`config.mk`:
```
export PLATFORM = sky130hd
export DESIGN_NAME = age_priority_queue
export DESIGN_NICKNAME = d
export VERILOG_FILES = /design/src/apq_pkg.sv /design/src/apq_cell.sv /design/src/apq_chain.sv /design/src/age_priority_queue.sv
export VERILOG_INCLUDE_DIRS = /design/src /design/src/src
export SDC_FILE = /design/constraint.sdc
export NUM_CORES = 1
export LEC_CHECK = 0
export ABC_CLOCK_PERIOD_IN_PS = 5900
export BUFFER_PORTS_ARGS = -buffer_cell sky130_fd_sc_hd__buf_2
export CAP_MARGIN = 20
export CELL_PAD_IN_SITES_DETAIL_PLACEMENT = 0
export CELL_PAD_IN_SITES_GLOBAL_PLACEMENT = 1
export CORE_MARGIN = 2
export CORE_UTILIZATION = 25
export CTS_CLUSTER_SIZE = 40
export DETAILED_ROUTE_END_ITERATION = 6
export PLACE_DENSITY_LB_ADDON = 0.25
export REMOVE_ABC_BUFFERS = 1
export SLEW_MARGIN = 20
export SYNTH_ARGS = -nofsm -noshare
export SYNTH_HDL_FRONTEND = slang
export SYNTH_SLANG_ARGS = --single-unit
```
`constraint.sdc`:
```
create_clock -name clk -period 5.9 [get_ports clk]
set_input_delay 0.59 -clock clk [delete_from_list [all_inputs] [get_ports clk]]
set_output_delay 0.59 -clock clk [all_outputs]
set_load 0.005 [all_outputs]
```
`src/age_priority_queue_macros.svh`:
```
// Assertion macros shared by the queue RTL.
// Each macro takes a label, clock, reset, antecedent and consequent.
`ifndef AGE_PRIORITY_QUEUE_MACROS_SVH
`define AGE_PRIORITY_QUEUE_MACROS_SVH

`ifndef SYNTHESIS
// consequent holds in the same cycle
`define APQ_ASSERT_SAME(label, clk, rst, ante, cons) \
  label: assert property (@(posedge clk) disable iff (rst) (ante) |-> (cons)) \
    else $error("age_priority_queue: same-cycle check failed");
// consequent holds in the next cycle
`define APQ_ASSERT_NEXT(label, clk, rst, ante, cons) \
  label: assert property (@(posedge clk) disable iff (rst) (ante) |=> (cons)) \
    else $error("age_priority_queue: next-cycle check failed");
`else
`define APQ_ASSERT_SAME(label, clk, rst, ante, cons)
`define APQ_ASSERT_NEXT(label, clk, rst, ante, cons)
`endif

`endif

```
`src/apq_pkg.sv`:
```
package apq_pkg;

  // queue geometry
  localparam int QUEUE_DEPTH = 16;
  localparam int CNT_W       = $clog2(QUEUE_DEPTH + 1);
  localparam int TAG_W       = 16;
  localparam int AGE_W       = 8;
  localparam int PRIO_W      = 3;
  localparam int SERVED_W    = 16;

  // mode codes
  localparam logic [1:0] MODE_ENQ  = 2'd0;
  localparam logic [1:0] MODE_DEQ  = 2'd1;
  localparam logic [1:0] MODE_PEEK = 2'd2;

  // status codes
  localparam logic [1:0] STATUS_OK    = 2'd0;
  localparam logic [1:0] STATUS_FULL  = 2'd1;
  localparam logic [1:0] STATUS_EMPTY = 2'd2;

  // age tier thresholds
  localparam logic [AGE_W-1:0] AGE_TIER1 = 8'd60;
  localparam logic [AGE_W-1:0] AGE_TIER2 = 8'd70;
  localparam logic [AGE_W-1:0] AGE_TIER3 = 8'd80;
  localparam logic [AGE_W-1:0] AGE_TIER4 = 8'd90;
  localparam logic [AGE_W-1:0] AGE_TIER5 = 8'd100;

  typedef struct packed {
    logic [1:0]       mode;
    logic [TAG_W-1:0] person_tag;
    logic [AGE_W-1:0] age;
  } in_t;

  typedef struct packed {
    logic [1:0]          status;
    logic [TAG_W-1:0]    head_tag;
    logic [AGE_W-1:0]    head_age;
    logic [PRIO_W-1:0]   head_priority;
    logic [4:0]          occupancy;
    logic [SERVED_W-1:0] served_normal;
    logic [SERVED_W-1:0] served_priority;
    logic [4:0]          waiting_normal;
    logic [4:0]          waiting_priority;
  } out_t;

  // one stored queue entry
  typedef struct packed {
    logic [TAG_W-1:0]  tag;
    logic [AGE_W-1:0]  age;
    logic [PRIO_W-1:0] prio;
  } entry_t;

  // command broadcast to every cell
  typedef struct packed {
    logic   enq;
    logic   deq;
    entry_t new_entry;
  } cell_cmd_t;

  function automatic logic [PRIO_W-1:0] age_to_prio(input logic [AGE_W-1:0] a);
    logic [PRIO_W-1:0] p;
    if (a >= AGE_TIER5)      p = 3'd5;
    else if (a >= AGE_TIER4) p = 3'd4;
    else if (a >= AGE_TIER3) p = 3'd3;
    else if (a >= AGE_TIER2) p = 3'd2;
    else if (a >= AGE_TIER1) p = 3'd1;
    else                     p = 3'd0;
    return p;
  endfunction

endpackage

```
`src/apq_cell.sv`:
```
// One slot of the sorted chain. Holds an entry and decides locally whether
// to keep it, take the new entry, take its upper neighbor or its lower one.
module apq_cell (
  input  logic               clk,
  input  logic               rst,
  input  apq_pkg::cell_cmd_t cmd,
  input  logic               prev_here,
  input  logic               prev_valid,
  input  apq_pkg::entry_t    prev_entry,
  input  logic               next_valid,
  input  apq_pkg::entry_t    next_entry,
  output logic               here,
  output logic               valid,
  output apq_pkg::entry_t    entry
);

  // insertion point lies at or above this slot
  assign here = !valid || (entry.prio < cmd.new_entry.prio);

  // occupancy bit
  always_ff @(posedge clk) begin
    if (rst) begin
      valid <= 1'b0;
    end else if (cmd.deq) begin
      valid <= next_valid;
    end else if (cmd.enq && here) begin
      valid <= prev_here ? prev_valid : 1'b1;
    end
  end

  // payload, no reset
  always_ff @(posedge clk) begin
    if (cmd.deq) begin
      entry <= next_entry;
    end else if (cmd.enq && here) begin
      entry <= prev_here ? prev_entry : cmd.new_entry;
    end
  end

endmodule

```
`src/apq_chain.sv`:
```
// Row of cells kept sorted by priority, oldest first within a priority.
// Slot 0 is the head.
module apq_chain (
  input  logic               clk,
  input  logic               rst,
  input  apq_pkg::cell_cmd_t cmd,
  output apq_pkg::entry_t    head,
  output logic               head_valid,
  output logic               full
);

  localparam int D = apq_pkg::QUEUE_DEPTH;

  // neighbor links, padded at both ends
  logic            here_ext  [0:D];
  logic            valid_ext [0:D+1];
  apq_pkg::entry_t entry_ext [0:D+1];

  assign here_ext[0]    = 1'b0;
  assign valid_ext[0]   = 1'b0;
  assign entry_ext[0]   = '0;
  assign valid_ext[D+1] = 1'b0;
  assign entry_ext[D+1] = '0;

  for (genvar i = 0; i < D; i++) begin : g_cell
    apq_cell u_cell (
      .clk        (clk),
      .rst        (rst),
      .cmd        (cmd),
      .prev_here  (here_ext[i]),
      .prev_valid (valid_ext[i]),
      .prev_entry (entry_ext[i]),
      .next_valid (valid_ext[i+2]),
      .next_entry (entry_ext[i+2]),
      .here       (here_ext[i+1]),
      .valid      (valid_ext[i+1]),
      .entry      (entry_ext[i+1])
    );
  end

  assign head       = entry_ext[1];
  assign head_valid = valid_ext[1];
  assign full       = valid_ext[D];

endmodule

```
`src/age_priority_queue.sv`:
```
// Timing: a result beat appears in the cycle after its input beat is accepted.
// Throughput: one beat per cycle while the receiver takes each result; every cell of the chain
// compares and shifts in the same cycle, and the registered result frees as soon as it is taken.
// Reset: synchronous, clears the cell valid bits and all counters; cell
// payload is not reset and is never read while its slot is empty.
`include "age_priority_queue_macros.svh"

module age_priority_queue (
  input  logic          clk,
  input  logic          rst,
  input  logic          in_valid,
  output logic          in_ready,
  input  apq_pkg::in_t  in_data,
  output logic          out_valid,
  input  logic          out_ready,
  output apq_pkg::out_t out_data
);

  localparam int CW = apq_pkg::CNT_W;
  localparam int SW = apq_pkg::SERVED_W;
  localparam logic [CW-1:0] DEPTH_CNT = CW'(apq_pkg::QUEUE_DEPTH);
  localparam logic [SW-1:0] SERVED_MAX = '1;

  logic               accept;
  logic               is_enq, is_deq, is_peek;
  logic               enq_ok, deq_ok;
  logic               full, head_valid;
  apq_pkg::entry_t    head;
  apq_pkg::cell_cmd_t cmd;
  apq_pkg::out_t      result;

  logic [CW-1:0] count, count_next;
  logic [SW-1:0] served_normal, served_normal_next;
  logic [SW-1:0] served_priority, served_priority_next;
  logic [CW-1:0] waiting_normal, waiting_normal_next;
  logic [CW-1:0] waiting_priority, waiting_priority_next;

  // handshake
  assign in_ready = !out_valid || out_ready;
  assign accept   = in_valid && in_ready;

  // decode
  assign is_enq  = (in_data.mode == apq_pkg::MODE_ENQ);
  assign is_deq  = (in_data.mode == apq_pkg::MODE_DEQ);
  assign is_peek = (in_data.mode == apq_pkg::MODE_PEEK);
  assign enq_ok  = accept && is_enq && !full;
  assign deq_ok  = accept && is_deq && head_valid;

  // chain command
  always_comb begin
    cmd                     = '0;
    cmd.enq                 = enq_ok;
    cmd.deq                 = deq_ok;
    cmd.new_entry.tag       = in_data.person_tag;
    cmd.new_entry.age       = in_data.age;
    cmd.new_entry.prio      = apq_pkg::age_to_prio(in_data.age);
  end

  apq_chain u_chain (
    .clk        (clk),
    .rst        (rst),
    .cmd        (cmd),
    .head       (head),
    .head_valid (head_valid),
    .full       (full)
  );

  // counter updates
  always_comb begin
    count_next            = count;
    served_normal_next    = served_normal;
    served_priority_next  = served_priority;
    waiting_normal_next   = waiting_normal;
    waiting_priority_next = waiting_priority;
    if (enq_ok) begin
      count_next = count + 1'b1;
      if (cmd.new_entry.prio == '0) waiting_normal_next = waiting_normal + 1'b1;
      else                           waiting_priority_next = waiting_priority + 1'b1;
    end else if (deq_ok) begin
      count_next = count - 1'b1;
      if (head.prio == '0) begin
        if (served_normal != SERVED_MAX) served_normal_next = served_normal + 1'b1;
        if (waiting_normal != '0) waiting_normal_next = waiting_normal - 1'b1;
      end else begin
        if (served_priority != SERVED_MAX) served_priority_next = served_priority + 1'b1;
        if (waiting_priority != '0) waiting_priority_next = waiting_priority - 1'b1;
      end
    end
  end

  // result beat
  always_comb begin
    result        = '0;
    result.status = apq_pkg::STATUS_OK;
    if (is_enq && full) begin
      result.status = apq_pkg::STATUS_FULL;
    end else if ((is_deq || is_peek) && !head_valid) begin
      result.status = apq_pkg::STATUS_EMPTY;
    end else if (is_deq || is_peek) begin
      result.head_tag      = head.tag;
      result.head_age      = head.age;
      result.head_priority = head.prio;
    end
    result.occupancy        = 5'(count_next);
    result.served_normal    = served_normal_next;
    result.served_priority  = served_priority_next;
    result.waiting_normal   = 5'(waiting_normal_next);
    result.waiting_priority = 5'(waiting_priority_next);
  end

  // counters
  always_ff @(posedge clk) begin
    if (rst) begin
      count            <= '0;
      served_normal    <= '0;
      served_priority  <= '0;
      waiting_normal   <= '0;
      waiting_priority <= '0;
    end else begin
      count            <= count_next;
      served_normal    <= served_normal_next;
      served_priority  <= served_priority_next;
      waiting_normal   <= waiting_normal_next;
      waiting_priority <= waiting_priority_next;
    end
  end

  // output register
  always_ff @(posedge clk) begin
    if (rst) begin
      out_valid <= 1'b0;
    end else if (accept) begin
      out_valid <= 1'b1;
    end else if (out_ready) begin
      out_valid <= 1'b0;
    end
  end

  always_ff @(posedge clk) begin
    if (accept) begin
      out_data <= result;
    end
  end

  // class counts always add up to the chain occupancy
  `APQ_ASSERT_SAME(a_class_sum, clk, rst, 1'b1, (({1'b0, waiting_normal} + {1'b0, waiting_priority}) == {1'b0, count}))
  // head slot filled exactly when the count is nonzero
  `APQ_ASSERT_SAME(a_head_matches_count, clk, rst, 1'b1, (head_valid == (count != '0)))
  // last slot filled exactly when the count is at depth
  `APQ_ASSERT_SAME(a_full_matches_count, clk, rst, 1'b1, (full == (count == DEPTH_CNT)))
  // a served dequeue drops the count by one
  `APQ_ASSERT_NEXT(a_deq_shrinks, clk, rst, deq_ok, (count == ($past(count) - 1'b1)))
  // a stored enqueue grows the count by one
  `APQ_ASSERT_NEXT(a_enq_grows, clk, rst, enq_ok, (count == ($past(count) + 1'b1)))

endmodule

```
Word level (Yosys, flattened, before mapping)
Cells that the tools add are included.
{"block": "word_totals", "wordCells": 312, "ff_bits": 572, "out_inout_bits": 78}
{"block": "classes", "order_cmp": 21, "add_sub_neg": 8, "muxes": 118, "n_reduce_logical": 81, "eq_ne": 4, "bitwise": 1}
{"cell": "$mux W27", "count": 45}
{"cell": "$mux W16", "count": 8}
{"cell": "$mux W5", "count": 12}
{"cell": "$lt A3 B3 Y1", "count": 16}
{"cell": "$mux W1", "count": 48}
{"cell": "$add A16 B1 Y16 const B", "count": 2}
{"cell": "$ge A8 B7 Y1 const B", "count": 4}
{"cell": "$ne A16 B16 Y1 const B", "count": 2}
{"cell": "$reduce_bool A2 Y1", "count": 16}
{"cell": "$logic_and A1 B1 Y1", "count": 23}
{"cell": "$logic_or A1 B1 Y1", "count": 18}
{"cell": "$logic_not A1 Y1", "count": 17}
{"cell": "$add A5 B1 Y5 const B", "count": 3}
{"cell": "$sub A5 B1 Y5 const B", "count": 3}
{"cell": "$reduce_bool A5 Y1", "count": 2}
{"cell": "$ge A8 B6 Y1 const B", "count": 1}
{"cell": "$logic_not A3 Y1", "count": 2}
{"cell": "$mux W2", "count": 3}
{"cell": "$mux W3", "count": 2}
{"cell": "$reduce_or A3 Y1", "count": 1}
{"cell": "$eq A2 B1 Y1 const B", "count": 1}
{"cell": "$eq A2 B2 Y1 const B", "count": 1}
{"cell": "$logic_not A2 Y1", "count": 1}
{"cell": "$reduce_or A2 Y1", "count": 1}
{"cell": "$not A1 Y1", "count": 1}

Longest topological paths before layout
{"block": "depth", "word_depth": 11, "ltp_mapped": 12, "mapped_depth_nobuf": 9}

Modules after synthesis
Synthesis repeated with hierarchy kept, for this count alone.
{"block": "unflattened", "cells_unflattened": 2622, "hier_area_um2": 30495.5}
{"module": "apq_cell", "area_per_inst_um2": 1565.3, "cells_each": 135, "n_inst": 16}
{"module": "age_priority_queue", "area_per_inst_um2": 5447.7, "cells_each": 461, "n_inst": 1}
{"module": "apq_chain", "area_per_inst_um2": 3.8, "cells_each": 1, "n_inst": 1}

Least setup slack after synthesis
No wires, ideal clock.
{"block": "synth_path", "kind": "in2reg", "startpoint": "input port in_valid", "endpoint": "register u_chain.g_cell[1].u_cell.valid", "n_path_buf": 0, "t_arrival_ns": 4.721, "cell_stages": 5, "slack_ns": 1.092, "setup_time_ns": 0.086, "required_ns": 5.814, "cell_sequence": "inv_1 -> nor2_1 -> nand3_1 -> o2111a_1 -> a211oi_1"}
{"block": "synth_via", "elab_chain_len": 5, "word_cells_on_any_way": 8}
{"item": "from (decl)", "line": "age_priority_queue.sv:11", "source": "input logic in_valid,"}
{"item": "$logic_and A1 B1 Y1 *", "line": "age_priority_queue.sv:40", "source": "assign accept = in_valid && in_ready;"}
{"item": "named net accept", "line": "age_priority_queue.sv:24", "source": "logic accept;"}
{"item": "$logic_and A1 B1 Y1 (2 in a row)", "line": "age_priority_queue.sv:46", "source": "assign enq_ok = accept && is_enq && !full;"}
{"item": "$logic_and A1 B1 Y1", "line": "apq_cell.sv:26", "source": "end else if (cmd.enq && here) begin"}
{"item": "$reduce_bool A2 Y1 (no line)"}
{"item": "to (signal assigned)", "line": "apq_cell.sv:25", "source": "valid <= next_valid;"}
{"item": "to (signal assigned)", "line": "apq_cell.sv:27", "source": "valid <= prev_here ? prev_valid : 1'b1;"}
{"item": "to (decl)", "line": "apq_cell.sv:13", "source": "output logic valid,"}
Mark *: on every way through the listed nets, which the timed path passes. The rest lies on a longest branch.
A chain may end at the register's enable or synchronous reset.

Final worst setup path
{"block": "layout_path", "startpoint": "input port in_data[2] in the netlist's numbering", "endpoint": "register u_chain.g_cell[4].u_cell.entry[9] in the netlist's numbering, data pin"}
{"block": "layout_via", "elab_chain_len": 11, "word_cells_on_any_way": 15}
{"item": "from (decl)", "line": "age_priority_queue.sv:13", "source": "input apq_pkg::in_t in_data,"}
{"item": "$ge A8 B6 Y1", "line": "apq_pkg.sv:66", "source": "else if (a >= AGE_TIER1) p = 3'd1;"}
{"item": "$mux W1", "line": "apq_pkg.sv:66"}
{"item": "$mux W2", "line": "apq_pkg.sv:65", "source": "else if (a >= AGE_TIER2) p = 3'd2;"}
{"item": "$mux W2", "line": "apq_pkg.sv:64", "source": "else if (a >= AGE_TIER3) p = 3'd3;"}
{"item": "$mux W3", "line": "apq_pkg.sv:63", "source": "else if (a >= AGE_TIER4) p = 3'd4;"}
{"item": "$mux W3 *", "line": "apq_pkg.sv:62", "source": "if (a >= AGE_TIER5) p = 3'd5;"}
{"item": "$lt A3 B3 Y1 *", "line": "apq_cell.sv:18", "source": "assign here = !valid || (entry.prio < cmd.new_entry.prio);"}
{"item": "$logic_or A1 B1 Y1 *", "line": "apq_cell.sv:18"}
{"item": "$mux W27 *", "line": "apq_cell.sv:36", "source": "entry <= prev_here ? prev_entry : cmd.new_entry;"}
{"item": "$mux W27 *", "line": "apq_cell.sv:35", "source": "end else if (cmd.enq && here) begin"}
{"item": "$mux W27 *", "line": "apq_cell.sv:33", "source": "if (cmd.deq) begin"}
{"item": "to (signal assigned)", "line": "apq_cell.sv:34", "source": "entry <= next_entry;"}
{"item": "to (signal assigned)", "line": "apq_cell.sv:36"}
{"item": "to (decl)", "line": "apq_cell.sv:14", "source": "output apq_pkg::entry_t entry"}
Mark *: on every way between the ends. The rest lies on a longest branch, timed or not. The select of a mux whose other input is x is not followed.

==> results.md <==
- Commonest cells post-synth: nand2_1, edfxtp_1, nand3_1
- Max-cap violations: 0
- DRT antenna net count: 0
- Setup TNS: 0 ps
- CP bufs+invs: 3
- Tmin final: ~4200 ps
- Cell area after layout: between 30,000 and 40,000 um^2
- Die area: about 110,000 um^2
- WP depth: 11
- Synthesis Warnings: 0
- Synth area leader: edfxtp_1
- CTS Sinks: about 570
- Share of cells above drive strength 1: 0.111
- Cell count after synthesis: between 2,000 and 3,000
- Tcrit/Tclk final: 0.706
- Max H-tree Level: 3
- Largest net degree at the start of global routing: 231
- Rows: about 120
- PwrDens: roughly 300 nW/um^2
- Cell total after placement: between 4,000 and 5,000
- DRC errors left: 0
- Reg-to-Reg Start: out_valid
- Share of the synthesized area in the top cell type: 0.516
- Vias in the first global route: approximately 22,000
- Crit Path Max Fanout: 32
- Worst Setup SP: in_data[2]
- Fin nets: 2,709
- Clk buf depth: 3
- FFs w/ async S/R, synth: 0
- Final slew viol count: 0
- Die W: roughly 340 um
- I/O Pins: about 110
- Top cells by area, synth: edfxtp_1, o211ai_1, nand2_1
- Die Y: 338 um
- Crit-path most repeated cell: o21ai_0
- Slew margin rel.: 0.252
- Reg clk slew, reported paths: about 60 ps
- Crit path kind: in2reg
- Fmax: between 0.2 and 0.25 GHz
- CP required: about 6200 ps
- Tightest Hold Check Type: in2reg
- Post-synthesis sequential area ratio: 0.582
- Drt pass-1 iters: 6
- TritonCTS Buffers: 69
- Gr usage total: 0.152
- Fill count: approximately 12,000
- Root Buffer: clkbuf_16
- Hold buffer count at CTS: 0
- Final WS setup: roughly 1700 ps
- Area grow syn2layout: 15.6%
- Data arrival, critical path: approximately 4500 ps
- Final setup fails: 0
- Initial core utilization: 0.252
- Wire per inst: 21.4 um
- Final Wtd Congestion: roughly 0.76
- Largest delay share family, worst path: buffers and inverters
- Postcts setup bufs: 0
- Final Hold Viols: 0
- Detailed Place HPWL: approximately 53,000 um
- Setup crit end kind: register
- Area of placed instances: 30,100 um^2
- Worst Reg2Reg Path Length in Cells: 7
- CP cell instances: buf_2 -> o211a_1 -> nor4_1 -> inv_1 -> ha_1 -> nand4_1 -> o21ai_0 -> a31oi_4 -> buf_4 -> mux2i_1 -> o21ai_0
- Final Routed Wirelength: 89,500 um
- Register bit count reported by yosys: about 570
- DP Worst Slack: roughly 1000 ps
- First-pass GRT wire length: about 140,000 um
- CTS-repair resized insts: 0
- CP peak stage delay: 660 ps
- Gr ovfl total: 0
- Measured slew at the worst slew-check pin: 1120 ps
- Worst IR drop on VDD: approximately 0.15 mV
- Core Region: 111,000 um^2
- Leakage power figure: 0.0114 uW
- Syn avg cell area: 10.6 um^2
- RSZ-0062 raised after global routing: false
- Via density: a little over 5
- Area of the mapped netlist: 28,000 um^2
- CP Launch Type: primary input
- Most used DFF post-synth: edfxtp_1
- Outcome: completed
- Clock latency on the worst-skew pair: 620 ps
- Number of antenna violations at the first check in global routing: 3
- Hold path depth: 3
- Yosys cell types: 56
- Max Clock Skew: approximately 28 ps
- CTS tree: yes
- Post-layout util: 0.292
- Total number of vias: 21,529
- Hold wc startpoint: in_data[0]
- Port bufs: around 110
- Number of synthesized flops with an enable pin: just under 500
- Post-route insts no fill: approximately 4,200
- Slowest CP cell: a31oi_4
- Most frequent cell after synthesis: nand2_1
- DR iter-0 viols: approximately 1,800
## kinds of logic (layout without fill, tap and decap cells)
group           after synthesis  count (layout)  synth area share
fa+ha+maj                    40              40            0.0179
simple gates               1079            1079             0.177
xor+xnor                     21              21           0.00658
other cells                   0               1                 0
flops                       572             572             0.582
compound gates              565             565             0.144
mux                          95              95            0.0347
buf+inv                     266             320            0.0381
## sequential cells by signal, summed over array words and instances, names as in the netlist
name / flops
count: 5
out_data: 76
out_valid: 1
served_normal: 16
served_priority: 16
u_chain.g_cell.u_cell.entry: 432
u_chain.g_cell.u_cell.valid: 16
waiting_normal: 5
waiting_priority: 5
## power breakdown
| group | total [uW] | switching (uW) | internal [uW] |
|---|---|---|---|
| sequential | 4700 | 100 | 4600 |
| combinational | 699 | 475 | 224 |
| clock | 4280 | 1760 | 2520 |
## worst paths after layout
path / to / slack (ps)
worst max-delay path: u_chain.g_cell[4].u_cell.entry[9] / 1730
worst min-delay path: u_chain.g_cell[15].u_cell.entry[3] / 300
worst min register to register: u_chain.g_cell[15].u_cell.entry[0] / 480
worst max register to register: u_chain.g_cell[13].u_cell.entry[16] / 2370
## layer usage
metal  part of all wire  GRT usage  up-vias
li1                   -          -     9921
met1               0.46      0.209    10851
met2               0.46      0.243      611
met3              0.049     0.0233      144
met4              0.031     0.0533        2
met5            0.00019          0        -
## worst reg2reg max path, delay by kind of cell, from the launching register on
family                 cells  cell delay (ps)
buffers and inverters      3             1350
flip-flops                 1              350
AO/OA/AOI/OAI              1              120
AND/OR/NAND/NOR            3             1520
## stage by stage
step / hold slack [ps] / total power [uW]
after global routing: 307 / 10000
after global placement: 450 / 5470
after floorplan: 425 / 5190
after detailed placement: 467 / 5490
final: 302 / 9680
after CTS: 268 / 9810
## cell usage in the layout (no fill, tap or decap), types with 31 or more instances in the layout
master / count
edfxtp_1: 481
clkbuf_16: 70
dfxtp_1: 91
ha_1: 40
nand2_1: 507
nand4_1: 32
o21ai_0: 84
and2_1: 31
o211ai_1: 325
buf_4: 44
buf_2: 107
inv_1: 37
mux2i_1: 80
a21oi_1: 57
nor2b_1: 32
nand3_1: 346
nor2_1: 40
## cell type report
class,count,area (um^2),share of cell area
Sequential cell,572,16300,0.503
Multi-Input combinational cell,1800,10800,0.334
Clock buffer,93,1900,0.0587
Tap cell,1488,1860,0.0576
Timing Repair Buffer,159,1030,0.0317
Clock inverter,31,324,0.0100
Inverter,37,139,0.00430
Antenna cell,1,2.50,0.0000774
No activity file was read; power rests on OpenSTA's default activity.
